`src/aps_pkg.sv`:
```
// ----------------------------------------------------------------------------
// aps_pkg
// shared types, constants and helpers for the alpn protocol select unit
// ----------------------------------------------------------------------------
package aps_pkg;

    // fixed register file shape
    localparam int NAME_SLOTS     = 4;
    localparam int NAME_BYTES     = 8;
    localparam int NAME_W         = NAME_BYTES * 8;
    localparam int LENGTHS_W      = 16;
    localparam int COUNT_W        = 3;
    localparam int CFG_INDEX_W    = 3;

    // options in use and longest name that may match
    localparam int NUM_OPTIONS    = 4;
    localparam int MAX_NAME_BYTES = 8;

    // default limit on complete names in one list
    localparam int MAX_TOKENS_DEF = 64;

    typedef enum logic [CFG_INDEX_W-1:0] {
        CFG_OPTION0_NAME   = 3'd0,
        CFG_OPTION1_NAME   = 3'd1,
        CFG_OPTION2_NAME   = 3'd2,
        CFG_OPTION3_NAME   = 3'd3,
        CFG_OPTION_LENGTHS = 3'd4,
        CFG_OPTION_COUNT   = 3'd5
    } t_cfg_reg;

    typedef struct packed {
        logic [NAME_SLOTS-1:0][NAME_W-1:0] names;
        logic [LENGTHS_W-1:0]              lengths;
        logic [COUNT_W-1:0]                count;
    } t_cfg;

    typedef struct packed {
        logic                  awaiting;
        logic [7:0]            token_length;
        logic [7:0]            token_offset;
        logic [NAME_SLOTS-1:0] alive;
        logic                  overflow;
        logic                  match_found;
        logic [1:0]            match_index;
    } t_stream;

    localparam t_stream STREAM_RESET = '{awaiting: 1'b1, default: '0};

    typedef struct packed {
        logic       acknowledged;
        logic [1:0] option_index;
        logic [3:0] selected_length;
    } t_result;

    // 4-bit length field of option k
    function automatic logic [3:0] opt_len(input logic [LENGTHS_W-1:0] lengths,
                                           input logic [1:0] k);
        return lengths[{k, 2'b00} +: 4];
    endfunction

endpackage

```
`src/aps_if.sv`:
```
// ----------------------------------------------------------------------------
// aps interfaces
// valid/ready channels for list bytes, results and register writes
// ----------------------------------------------------------------------------
interface aps_in_if;
    logic       valid;
    logic       ready;
    logic [7:0] list_byte;
    logic       is_last;
    logic       list_empty;

    modport source (output valid, list_byte, is_last, list_empty, input ready);
    modport sink   (input valid, list_byte, is_last, list_empty, output ready);
endinterface

interface aps_out_if;
    logic       valid;
    logic       ready;
    logic       acknowledged;
    logic [1:0] option_index;
    logic [3:0] selected_length;

    modport source (output valid, acknowledged, option_index, selected_length,
                    input ready);
    modport sink   (input valid, acknowledged, option_index, selected_length,
                    output ready);
endinterface

interface aps_cfg_if;
    logic                           valid;
    logic                           ready;
    logic [aps_pkg::CFG_INDEX_W-1:0] index;
    logic [aps_pkg::NAME_W-1:0]      data;

    modport source (output valid, index, data, input ready);
    modport sink   (input valid, index, data, output ready);
endinterface

```
`src/aps_step.sv`:
```
// ----------------------------------------------------------------------------
// aps_step
// one list byte: length decode, parallel name compare, selection and verdict
// ----------------------------------------------------------------------------
module aps_step #(
    parameter int MAX_TOKENS = aps_pkg::MAX_TOKENS_DEF,
    parameter int CNT_W      = $clog2(MAX_TOKENS + 1)
) (
    input  aps_pkg::t_cfg    i_cfg,
    input  aps_pkg::t_stream i_state,
    input  logic [CNT_W-1:0] i_count,
    input  logic [7:0]       i_byte,
    input  logic             i_last,
    input  logic             i_empty,
    output aps_pkg::t_stream o_state,
    output logic [CNT_W-1:0] o_count,
    output logic             o_has_result,
    output aps_pkg::t_result o_result
);

    logic [aps_pkg::COUNT_W-1:0]    used;
    logic [aps_pkg::NAME_SLOTS-1:0] alive;
    logic [3:0]                     len;
    logic [7:0]                     name_byte;
    logic [7:0]                     off_next;
    logic [1:0]                     first;
    logic                           finish;

    always_comb begin
        o_state      = i_state;
        o_count      = i_count;
        o_has_result = 1'b0;
        o_result     = '0;
        alive        = i_state.alive;
        finish       = 1'b0;
        first        = '0;
        len          = '0;
        name_byte    = '0;
        off_next     = '0;
        used = (i_cfg.count > aps_pkg::COUNT_W'(aps_pkg::NUM_OPTIONS))
             ? aps_pkg::COUNT_W'(aps_pkg::NUM_OPTIONS) : i_cfg.count;

        if (i_empty) begin
            // empty list, or a list dropped mid-stream
            o_state      = aps_pkg::STREAM_RESET;
            o_count      = '0;
            o_has_result = 1'b1;
        end else begin
            if (i_state.awaiting) begin
                alive = '0;
                for (int k = 0; k < aps_pkg::NAME_SLOTS; k++) begin
                    len = aps_pkg::opt_len(i_cfg.lengths, 2'(k));
                    if (aps_pkg::COUNT_W'(k) < used && {4'b0000, len} == i_byte
                        && len <= 4'(aps_pkg::MAX_NAME_BYTES)) begin
                        alive[k] = 1'b1;
                    end
                end
                o_state.token_length = i_byte;
                o_state.token_offset = '0;
                o_state.awaiting     = 1'b0;
                finish               = (i_byte == 8'd0);
            end else begin
                for (int k = 0; k < aps_pkg::NAME_SLOTS; k++) begin
                    name_byte = i_cfg.names[k][{i_state.token_offset[2:0], 3'b000} +: 8];
                    if (alive[k] && (i_state.token_offset >= 8'(aps_pkg::NAME_BYTES)
                                     || name_byte != i_byte)) begin
                        alive[k] = 1'b0;
                    end
                end
                off_next             = i_state.token_offset + 8'd1;
                o_state.token_offset = off_next;
                finish               = (off_next == i_state.token_length);
            end
            o_state.alive = alive;

            // lowest surviving option wins
            for (int k = aps_pkg::NAME_SLOTS - 1; k >= 0; k--) begin
                if (alive[k]) begin
                    first = 2'(k);
                end
            end

            if (finish) begin
                if (i_count < CNT_W'(MAX_TOKENS)) begin
                    o_count = i_count + CNT_W'(1);
                    if (!i_state.match_found && alive != '0) begin
                        o_state.match_found = 1'b1;
                        o_state.match_index = first;
                    end
                end else begin
                    o_state.overflow = 1'b1;
                end
                o_state.awaiting = 1'b1;
                o_state.alive    = '0;
            end

            if (i_last) begin
                o_has_result = 1'b1;
                if (o_state.match_found && !o_state.overflow) begin
                    o_result.acknowledged    = 1'b1;
                    o_result.option_index    = o_state.match_index;
                    o_result.selected_length =
                        aps_pkg::opt_len(i_cfg.lengths, o_state.match_index);
                end
                o_state = aps_pkg::STREAM_RESET;
                o_count = '0;
            end
        end
    end

endmodule

```
`src/alpn_protocol_select_unit.sv`:
```
// ----------------------------------------------------------------------------
// alpn_protocol_select_unit
// server-side alpn choice over the client's length-prefixed protocol list
// ----------------------------------------------------------------------------
// The client list enters one byte per beat on i_in and is consumed at one beat
// per clock, stalling when a list-ending byte meets a full, unread result slot;
// each list's single result leaves on o_out via the input register, then the
// result register. Every byte is handled by the name compare stage, which checks
// the byte against all four server names at once, so back-to-back lists run at
// full rate while the sink keeps up. A result is given only at the last byte (or
// at an empty-list beat): acknowledged with the option index and name length of
// the first client name that equals a configured name, lowest option first on a
// tie, else NOACK with zero fields. More than MAX_TOKENS complete names forces
// NOACK. Server names and lengths are written on i_cfg (index 0..3 names, 4
// lengths, 5 count) while no list is in flight; the write port is always ready.
// ----------------------------------------------------------------------------
module alpn_protocol_select_unit #(
    parameter int MAX_TOKENS = aps_pkg::MAX_TOKENS_DEF
) (
    input  logic      i_clk,
    input  logic      i_rst_n,
    aps_in_if.sink    i_in,
    aps_cfg_if.sink   i_cfg,
    aps_out_if.source o_out
);

    localparam int CNT_W = $clog2(MAX_TOKENS + 1);

    // register file
    aps_pkg::t_cfg    r_cfg;

    // input register
    logic             r_in_valid;
    logic [7:0]       r_in_byte;
    logic             r_in_last;
    logic             r_in_empty;

    // stream state
    aps_pkg::t_stream r_state;
    logic [CNT_W-1:0] r_count;

    // result register
    logic             r_out_valid;
    aps_pkg::t_result r_out;

    aps_pkg::t_stream n_state;
    logic [CNT_W-1:0] n_count;
    aps_pkg::t_result w_result;
    logic             w_has_result;
    logic             w_advance;
    logic             w_in_take;

    // register writes, always accepted
    assign i_cfg.ready = 1'b1;

    always_ff @(posedge i_clk) begin
        if (!i_rst_n) begin
            r_cfg <= '0;
        end else if (i_cfg.valid) begin
            unique case (aps_pkg::t_cfg_reg'(i_cfg.index))
                aps_pkg::CFG_OPTION0_NAME:   r_cfg.names[0] <= i_cfg.data;
                aps_pkg::CFG_OPTION1_NAME:   r_cfg.names[1] <= i_cfg.data;
                aps_pkg::CFG_OPTION2_NAME:   r_cfg.names[2] <= i_cfg.data;
                aps_pkg::CFG_OPTION3_NAME:   r_cfg.names[3] <= i_cfg.data;
                aps_pkg::CFG_OPTION_LENGTHS: r_cfg.lengths  <= i_cfg.data[aps_pkg::LENGTHS_W-1:0];
                aps_pkg::CFG_OPTION_COUNT:   r_cfg.count    <= i_cfg.data[aps_pkg::COUNT_W-1:0];
                default: begin
                    // unmapped index, write dropped
                end
            endcase
        end
    end

    // the held byte moves on unless it carries a result and the slot is full and not read
    assign w_advance = r_in_valid && (!w_has_result || !r_out_valid || o_out.ready);
    assign i_in.ready = !r_in_valid || w_advance;
    assign w_in_take  = i_in.valid && i_in.ready;

    always_ff @(posedge i_clk) begin
        if (!i_rst_n) begin
            r_in_valid <= 1'b0;
        end else if (w_in_take) begin
            r_in_valid <= 1'b1;
        end else if (w_advance) begin
            r_in_valid <= 1'b0;
        end
    end

    always_ff @(posedge i_clk) begin
        if (w_in_take) begin
            r_in_byte  <= i_in.list_byte;
            r_in_last  <= i_in.is_last;
            r_in_empty <= i_in.list_empty;
        end
    end

    aps_step #(
        .MAX_TOKENS (MAX_TOKENS),
        .CNT_W      (CNT_W)
    ) u_step (
        .i_cfg        (r_cfg),
        .i_state      (r_state),
        .i_count      (r_count),
        .i_byte       (r_in_byte),
        .i_last       (r_in_last),
        .i_empty      (r_in_empty),
        .o_state      (n_state),
        .o_count      (n_count),
        .o_has_result (w_has_result),
        .o_result     (w_result)
    );

    always_ff @(posedge i_clk) begin
        if (!i_rst_n) begin
            r_state <= aps_pkg::STREAM_RESET;
            r_count <= '0;
        end else if (w_advance) begin
            r_state <= n_state;
            r_count <= n_count;
        end
    end

    // result slot
    always_ff @(posedge i_clk) begin
        if (!i_rst_n) begin
            r_out_valid <= 1'b0;
        end else if (w_advance && w_has_result) begin
            r_out_valid <= 1'b1;
        end else if (o_out.ready) begin
            r_out_valid <= 1'b0;
        end
    end

    always_ff @(posedge i_clk) begin
        if (w_advance && w_has_result) begin
            r_out <= w_result;
        end
    end

    assign o_out.valid           = r_out_valid;
    assign o_out.acknowledged    = r_out.acknowledged;
    assign o_out.option_index    = r_out.option_index;
    assign o_out.selected_length = r_out.selected_length;

    // a new result beat only comes from a byte that finished its list
    a_result_source: assert property (@(posedge i_clk) disable iff (!i_rst_n)
        $rose(r_out_valid) |-> $past(w_advance && w_has_result))
        else $error("result beat without a finishing byte");

    // noack beats carry zero fields
    a_noack_zero: assert property (@(posedge i_clk) disable iff (!i_rst_n)
        (r_out_valid && !r_out.acknowledged)
            |-> (r_out.option_index == 2'd0 && r_out.selected_length == 4'd0))
        else $error("noack beat with non-zero fields");

    // stream state is back at reset after each list
    a_stream_cleared: assert property (@(posedge i_clk) disable iff (!i_rst_n)
        $past(w_advance && w_has_result)
            |-> (r_state == aps_pkg::STREAM_RESET && r_count == '0))
        else $error("stream state not cleared after a list");

    // name counter saturates at the limit
    a_count_limit: assert property (@(posedge i_clk) disable iff (!i_rst_n)
        r_count <= CNT_W'(MAX_TOKENS))
        else $error("name counter past its limit");

    // candidate options exist only while a name body is pending
    a_alive_idle: assert property (@(posedge i_clk) disable iff (!i_rst_n)
        r_state.awaiting |-> (r_state.alive == '0))
        else $error("candidates left while awaiting a length byte");

endmodule

```
`src/flat_wrapper.sv`:
```
// flat-port wrapper written by rule: the top's interface ports become plain ports
module alpn_protocol_select_unit_flat 
#(
    parameter int MAX_TOKENS = aps_pkg::MAX_TOKENS_DEF
)
  (i_clk, i_rst_n, i_in_valid, i_in_list_byte, i_in_is_last, i_in_list_empty, i_in_ready, i_cfg_valid, i_cfg_index, i_cfg_data, i_cfg_ready, o_out_valid, o_out_acknowledged, o_out_option_index, o_out_selected_length, o_out_ready);
  aps_in_if i_in_i ();
  aps_cfg_if i_cfg_i ();
  aps_out_if o_out_i ();
  input  logic i_clk;
  input  logic i_rst_n;
  input wire logic [$bits(i_in_i.valid)-1:0] i_in_valid;
  input wire logic [$bits(i_in_i.list_byte)-1:0] i_in_list_byte;
  input wire logic [$bits(i_in_i.is_last)-1:0] i_in_is_last;
  input wire logic [$bits(i_in_i.list_empty)-1:0] i_in_list_empty;
  output wire logic [$bits(i_in_i.ready)-1:0] i_in_ready;
  input wire logic [$bits(i_cfg_i.valid)-1:0] i_cfg_valid;
  input wire logic [$bits(i_cfg_i.index)-1:0] i_cfg_index;
  input wire logic [$bits(i_cfg_i.data)-1:0] i_cfg_data;
  output wire logic [$bits(i_cfg_i.ready)-1:0] i_cfg_ready;
  output wire logic [$bits(o_out_i.valid)-1:0] o_out_valid;
  output wire logic [$bits(o_out_i.acknowledged)-1:0] o_out_acknowledged;
  output wire logic [$bits(o_out_i.option_index)-1:0] o_out_option_index;
  output wire logic [$bits(o_out_i.selected_length)-1:0] o_out_selected_length;
  input wire logic [$bits(o_out_i.ready)-1:0] o_out_ready;
  assign i_in_i.valid = i_in_valid;
  assign i_in_i.list_byte = i_in_list_byte;
  assign i_in_i.is_last = i_in_is_last;
  assign i_in_i.list_empty = i_in_list_empty;
  assign i_in_ready = i_in_i.ready;
  assign i_cfg_i.valid = i_cfg_valid;
  assign i_cfg_i.index = i_cfg_index;
  assign i_cfg_i.data = i_cfg_data;
  assign i_cfg_ready = i_cfg_i.ready;
  assign o_out_valid = o_out_i.valid;
  assign o_out_acknowledged = o_out_i.acknowledged;
  assign o_out_option_index = o_out_i.option_index;
  assign o_out_selected_length = o_out_i.selected_length;
  assign o_out_i.ready = o_out_ready;
  alpn_protocol_select_unit #(.MAX_TOKENS(MAX_TOKENS)) u_core (.i_clk(i_clk), .i_rst_n(i_rst_n), .i_in(i_in_i), .i_cfg(i_cfg_i), .o_out(o_out_i));
endmodule
```
`config.mk`:
```
export PLATFORM = sky130hd
export DESIGN_NAME = alpn_protocol_select_unit_flat
export DESIGN_NICKNAME = d
export VERILOG_FILES = /design/src/aps_pkg.sv /design/src/aps_if.sv /design/src/aps_step.sv /design/src/alpn_protocol_select_unit.sv /design/src/flat_wrapper.sv
export SDC_FILE = /design/constraint.sdc
export NUM_CORES = 1
export LEC_CHECK = 0
export ABC_AREA = 1
export BUFFER_PORTS_ARGS = -buffer_cell sky130_fd_sc_hd__buf_2
export CAP_MARGIN = 20
export CORE_ASPECT_RATIO = 1.25
export CORE_MARGIN = 3
export CORE_UTILIZATION = 55
export DETAILED_ROUTE_END_ITERATION = 10
export GPL_ROUTABILITY_DRIVEN = 0
export PLACE_DENSITY = 0.71
export SYNTH_ARGS = -nofsm -noshare
export SYNTH_HDL_FRONTEND = slang
export SYNTH_SLANG_ARGS = --single-unit
```
`constraint.sdc`:
```
create_clock -name i_clk -period 6.26 [get_ports i_clk]
set_input_delay 0.313 -clock i_clk [delete_from_list [all_inputs] [get_ports i_clk]]
set_output_delay 0.313 -clock i_clk [all_outputs]
set_load 0.02 [all_outputs]
```
# [After elaboration in Yosys (flattened, before gate mapping)]
# Index checks and enable logic that the tools add are counted.
[word_totals] word_cells=141 input_bits=82 register_bits=326 output_inout_bits=10
[op_classes] muxes=38 bitwise=2 n_reduce_logical=47 n_eq_ne=14 shifts=5 n_lt_le_gt_ge=11 addsub=2
[op_table] op="$shiftx 64x7->8" n=4
[op_table] op="$mux 25" n=2
[op_table] op="$mux 7" n=5
[op_table] op="$eq 4x8->1" n=4
[op_table] op="$mux 8" n=4
[op_table] op="$ne 8x8->1" n=4
[op_table] op="$mux 1" n=18
[op_table] op="$logic_and 1x1->1" n=17
[op_table] op="$le 4x4->1 const B" n=4
[op_table] op="$shiftx 16x5->4" n=1
[op_table] op="$reduce_and 2->1" n=7
[op_table] op="$mux 3" n=3
[op_table] op="$reduce_bool 3->1" n=3
[op_table] op="$add 8x1->8 const B" n=1
[op_table] op="$eq 8x8->1" n=1
[op_table] op="$ge 8x4->1 const B" n=1
[op_table] op="$logic_not 8->1" n=1
[op_table] op="$mux 2" n=4
[op_table] op="$mux 4" n=2
[op_table] op="$add 7x1->7 const B" n=1
[op_table] op="$logic_or 1x1->1" n=7
[op_table] op="$lt 7x7->1 const B" n=1
[op_table] op="$eq 3x2->1 const B" n=2
[op_table] op="$eq 3x3->1 const B" n=2
[op_table] op="other kinds (12)" n=20

# [Logic depth before layout (Yosys ltp)]
[logic_depth] word_depth=20 mapped_depth=22 ltp_nobuf=20

# [Modules after synthesis]
# From an unflattened synthesis, not the netlist that was laid out.
[hier_totals] hier_cells=2911 area_unflattened_um2=17704.5
[by_module_without_submodules] mod="alpn_protocol_select_unit" instances=1 seq_area_each_um2=6696.4 cells_each=1829 area_each_um2=12911.1
[by_module_without_submodules] mod="aps_step" instances=1 seq_area_each_um2=0.0 cells_each=1082 area_each_um2=4793.3

# [Worst setup path before layout]
# OpenSTA, ideal clock, no wires.
[synth_timing] kind="register to register" from="register u_core.r_state[8] (netlist name)" to="register u_core.r_out (netlist bit u_core.o_out.selected_length[0]) (data pin)" period_less_slack_ns=2.604 t_arrival_ns=2.343 path_stages_with_launch=19 setup_slack_ns=3.656 path_buffers=2 setup_time_ns=0.262 t_required_ns=5.998 cell_sequence="dfxtp_1 > inv_2 > buf_4 > buf_2 > ha_1 > a21oi_1 > o2111ai_1 > nor2_1 > nand2_1 > nor2_1 > nand4_1 > nand2_1 > nand2_2 > nor2_4 > nand2_2 > nand2_4 > nand3_1 > nand3_1 > a21oi_1"
[synth_between] elab_chain_cells=16 elab_cells_between_ends=42 classes_between="add/sub (1); order compare (1); eq/ne (5); shift (5); mux (16); bitwise (1); reduce/logical (13)"
[synth_rtl] item="from (decl)" line="alpn_protocol_select_unit.sv:39" text="aps_pkg::t_stream r_state;"
[synth_rtl] item="from (signal assigned)" line="alpn_protocol_select_unit.sv:115" text="r_state <= aps_pkg::STREAM_RESET;"
[synth_rtl] item="from (signal assigned)" line="alpn_protocol_select_unit.sv:118" text="r_state <= n_state;"
[synth_rtl] item="$shiftx 64x7->8" line="aps_step.sv:64" text="name_byte = i_cfg.names[k][{i_state.token_offset[2:0], 3'b000} +: 8];"
[synth_rtl] item="$ne 8x8->1" line="aps_step.sv:66" text="|| name_byte != i_byte)) begin"
[synth_rtl] item="$logic_or 1x1->1" line="aps_step.sv:66"
[synth_rtl] item="$logic_and 1x1->1" line="aps_step.sv:65" text="if (alive[k] && (i_state.token_offset >= 8'(aps_pkg::NAME_BYTES)"
[synth_rtl] item="$mux 1" line="aps_step.sv:65"
[synth_rtl] item="$mux 4" line="aps_step.sv:49" text="if (i_state.awaiting) begin"
[synth_rtl] item="$mux 4" line="aps_step.sv:43" text="if (i_empty) begin"
[synth_rtl] item="$mux 2 / $reduce_bool 4->1 (equally long branches)" line="aps_step.sv:78, aps_step.sv:86"
[synth_rtl] item="$mux 2 / $logic_and 1x1->1 (equally long branches)" line="aps_step.sv:78, aps_step.sv:86"
[synth_rtl] item="$mux 2 / $mux 3 (equally long branches)" line="aps_step.sv:78, aps_step.sv:86"
[synth_rtl] item="$mux 2 / $mux 3 (equally long branches)" line="aps_step.sv:78, aps_step.sv:84"
[synth_rtl] item="$mux 3 / $mux 8 (equally long branches)" line="aps_step.sv:86, aps_step.sv:83"
[synth_rtl] item="$mux 3 / $mux 8 (equally long branches)" line="aps_step.sv:84, aps_step.sv:43"
[synth_rtl] item="$mux 8 *" line="aps_step.sv:83" text="if (finish) begin"
[synth_rtl] item="$mux 8 *" line="aps_step.sv:43"
[synth_rtl] item="$shiftx 16x5->4 / $reduce_or 3->1 (equally long branches)"
[synth_rtl] item="to (signal assigned)" line="alpn_protocol_select_unit.sv:136" text="r_out <= w_result;"
[synth_rtl] item="to (decl)" line="alpn_protocol_select_unit.sv:44" text="aps_pkg::t_result r_out;"
# Mark *: on every way between the ends. The rest lies on a longest branch, timed or not. The select of a mux whose other input is x is not followed.
# A chain may end at the register's enable or synchronous reset.

# [Worst setup path after layout]
# Ends and elaborated chain as after synthesis.

==> results.yml <==
clock_network:
  cts_buffers: 35
  cts_resized: 0
  clock_path_buffers: 3
  htreeDepth: 2
  cts-root-buf: "clkbuf_16"
  cts_tree: "built"
  clkLatencyLatePin_ns: 0.51
  clock_sinks: 326
  clk_pin_slew_ns: 0.06
worst_setup_path:
  arrival_ns: 4.13
  crit_path_end_kind: "register"
  critPathMostFrequentCell: "nand2_1"
  critPathRequiredTime_ns: 6.52
  crit_type: "register to register"
  critical_path.top_delay_family: "simple AND/OR/NAND/NOR gates"
  startpoint_type: "register"
  slowest_stage: "buf_4"
  crit_path_max_fanout: 96
  crit_chain: "buf_4 > buf_4 > nand2_1 > nand3_1 > nand3_1 > nand3_1 > nand2_1 > nor2_1 > nand3_1 > nor2_1 > nor2_1 > nand2_1 > nand2_1 > nand2_1 > nand3_4 > nand2_2 > nand2_1 > nand3_1 > a21oi_1"
  worst-path-buf-inv: 2
  cpPeakStageDelay_ns: 0.76
logic_synthesis:
  synth_compound_area_frac: 0.199
  ys_seq_area_frac: 0.432
  synthXorXnorAreaFrac: 0.00565
  yosys.area_share.simple: 0.247
  synthArstFlopShare: 0
  synth_seq_cells: 326
  synth_top_family_by_area: "simple AND/OR/NAND/NOR gates"
  synthAdderAreaFrac: 0.00242
  synth_top_area_share: 0.399
  muxShareOfSynthArea: 0
  synthFlopType: "dfxtp_1"
  synth_cell_type_count: 41
  yosysMostFrequentCell: "nand2_1"
  synth_top_cells_by_count: "nand2_1, dfxtp_1, o21ai_0"
  syn_nets: 2390
  synth_area_leader_cell: "dfxtp_1"
  synthTopCellsByArea: "dfxtp_1, o21ai_0, nand2_1"
  yosys_warnings: 0
  synth_edf_count: 17
  synth_area_per_cell_sq_um: 6.72
  syn_inst: 2305
  syn_area_sq_um: 15500
routing:
  first_pass_iters: 6
  drt_iter0_markers: 1333
  drc_errors: 0
  ant_nets: 0
  wl_um: 46200
  vias: 15000
  drt-vias-per-instance: 5.58
  wire_per_inst_um: 17.2
power:
  p_per_area_nw_per_um2: 280
  cellLeakagePower_nw: 7.32
  ir_worst_vdd_mv: 0.206
global_routing:
  grtUsageTotal: 0.296
  antenna_found_initial: 0
  grt_start_max_net_pins: 143
  grt_pass1_vias: 13500
  grt_pass1_wl_um: 72800
  gr-total-overflow: 0
cells_and_area:
  area_growth_pct: 10.6
  nNetsFinal: 2399
  finish.utilization: 0.620
  drive_gt1_frac: 0.0791
  insertedDiodeCount: 0
timing:
  max_freq_mhz: 259
  slew_viol_final: 0
  rsz0062_at_grt: "no"
  hold_violations: 0
  fin_crit_ns: 3.86
  finalSetupViolCount: 0
  fin_setup_tns_ns: 0
  skew_ns: 0.0155
  slew_headroom: 0.289
  tightest_slew_ns: 1.07
  finalCritPeriodShare: 0.617
status:
  status: "finished, final reports clean"
die:
  die_area_sq_um: 30200
  rows: 68
  die_h_um: 194
  core_sq_um: 27700
  initial_core_util: 0.560
  die_w_um: 156
  ioPinCount: 92
placement:
  portBuffers: 90
  hpwl_um: 30400
job:
  maxCapViolations: 0
hold_path:
  worstHoldPathType: "input pin to register"
## report_power, final
group | total [W] | leakage (nW) | internal (W) | switching [W]
clock network | 0.00203 | 0.556 | 0.00120 | 0.000828
logic | 0.000571 | 4.08 | 0.000171 | 0.000399
registers | 0.00220 | 2.68 | 0.00217 | 0.0000355
## routing by layer
metal	part of all wire	vias to the layer above	track usage
met2	0.47	507	0.486
met4	0.036	0	0.101
li1	-	7436	-
met3	0.065	93	0.0304
met1	0.42	6956	0.406
met5	0	-	0
## registers in the layout (all words and copies together) (netlist names)
register	cells
u_core.r_in_byte	8
u_core.r_cfg	275
u_core.o_out.selected_length	4
u_core.r_count	7
u_core.o_out.valid	1
u_core.o_out.acknowledged	1
u_core.o_out.option_index	2
u_core.r_in_valid	1
u_core.r_in_last	1
u_core.r_in_empty	1
u_core.r_state	25
## cell type report
class	count	area, sq um
clock inverter	4	20.0
sequential	326	6700
fill	2592	10500
inverter	296	1120
tap	350	438
clock buffer	58	1100
timing repair buffer	118	712
multi-input combinational	1537	7040
## worst register-to-register path, cell delays in order, from the launching register on
cell and delay (ns):
dfxtp_4 0.35, buf_4 0.76, buf_4 0.68, nand2_1 0.13
nand3_1 0.10, nand3_1 0.20, nand3_1 0.15, nand2_1 0.07
nor2_1 0.10, nand3_1 0.15, nor2_1 0.13, nor2_1 0.07
nand2_1 0.06, nand2_1 0.05, nand2_1 0.13, nand3_4 0.15
nand2_2 0.14, nand2_1 0.06, nand3_1 0.07, a21oi_1 0.06
## metrics by stage
stage               setup slack, ns  power, W  hold slack (ns)  instance area (sq um)  instances
floorplan                      3.66   0.00262            0.412                  15500       2305
CTS                            2.45   0.00482           0.0697                  17100       2688
finish                         2.40   0.00480           0.0789                  17100       2689
global placement               2.51   0.00279            0.438                  15900       2616
detailed placement             2.46   0.00280            0.443                  15900       2616
global route                   2.03   0.00498           0.0927                  17100       2689
## repair_timing
| item | CTS | global route |
|---|---|---|
| hold buffers | 10 | 0 |
| setup buffers | 0 | 0 |
| setup endpoints to repair | 0 | 0 |
| endpoints found under the hold margin | 10 | 0 |
## path summary, 6_finish.rpt
path,startpoint,cells past startpoint,slack [ns],end
min,i_in_valid,3,0.08,u_core.r_in_valid
max reg2reg,u_core.r_state[8],19,2.40,u_core.o_out.selected_length[0]
max,u_core.r_state[8],19,2.40,u_core.o_out.selected_length[0]
min reg2reg,u_core.r_cfg[262],2,0.45,u_core.r_cfg[262]
## cells in the final DEF, fill, tap and decap left out, types with 2 or more instances in the layout
cell type / n
nand4_1: 6
o21ai_1: 10
nor4_1: 2
xor2_1: 8
ha_1: 3
buf_2: 89
clkbuf_8: 10
nor3_1: 8
dlygate4sd3_1: 10
nand2_1: 405
buf_4: 17
nand2_2: 5
dfxtp_1: 307
nand3_1: 211
inv_2: 5
o221ai_1: 2
inv_1: 283
xnor2_1: 2
clkinv_2: 9
a211oi_1: 12
clkbuf_1: 11
edfxtp_1: 17
clkbuf_16: 37
clkinv_1: 3
nor2_1: 276
o21ai_0: 306
nor3_2: 2
a21oi_1: 254
o22ai_1: 4
o211ai_1: 7
## cell families (layout without fill, tap and decap cells)
logic type | count (synthesis) | in the layout
adders and majority gates | 3 | 3
other | 1 | 1
and+or+nand+nor | 923 | 923
AOI/OAI and AO/OA | 600 | 600
DFF | 326 | 326
xor gates and xnor gates | 10 | 10
buffers and inverters | 442 | 476
Note: power is estimated with default switching activity, not from simulation.
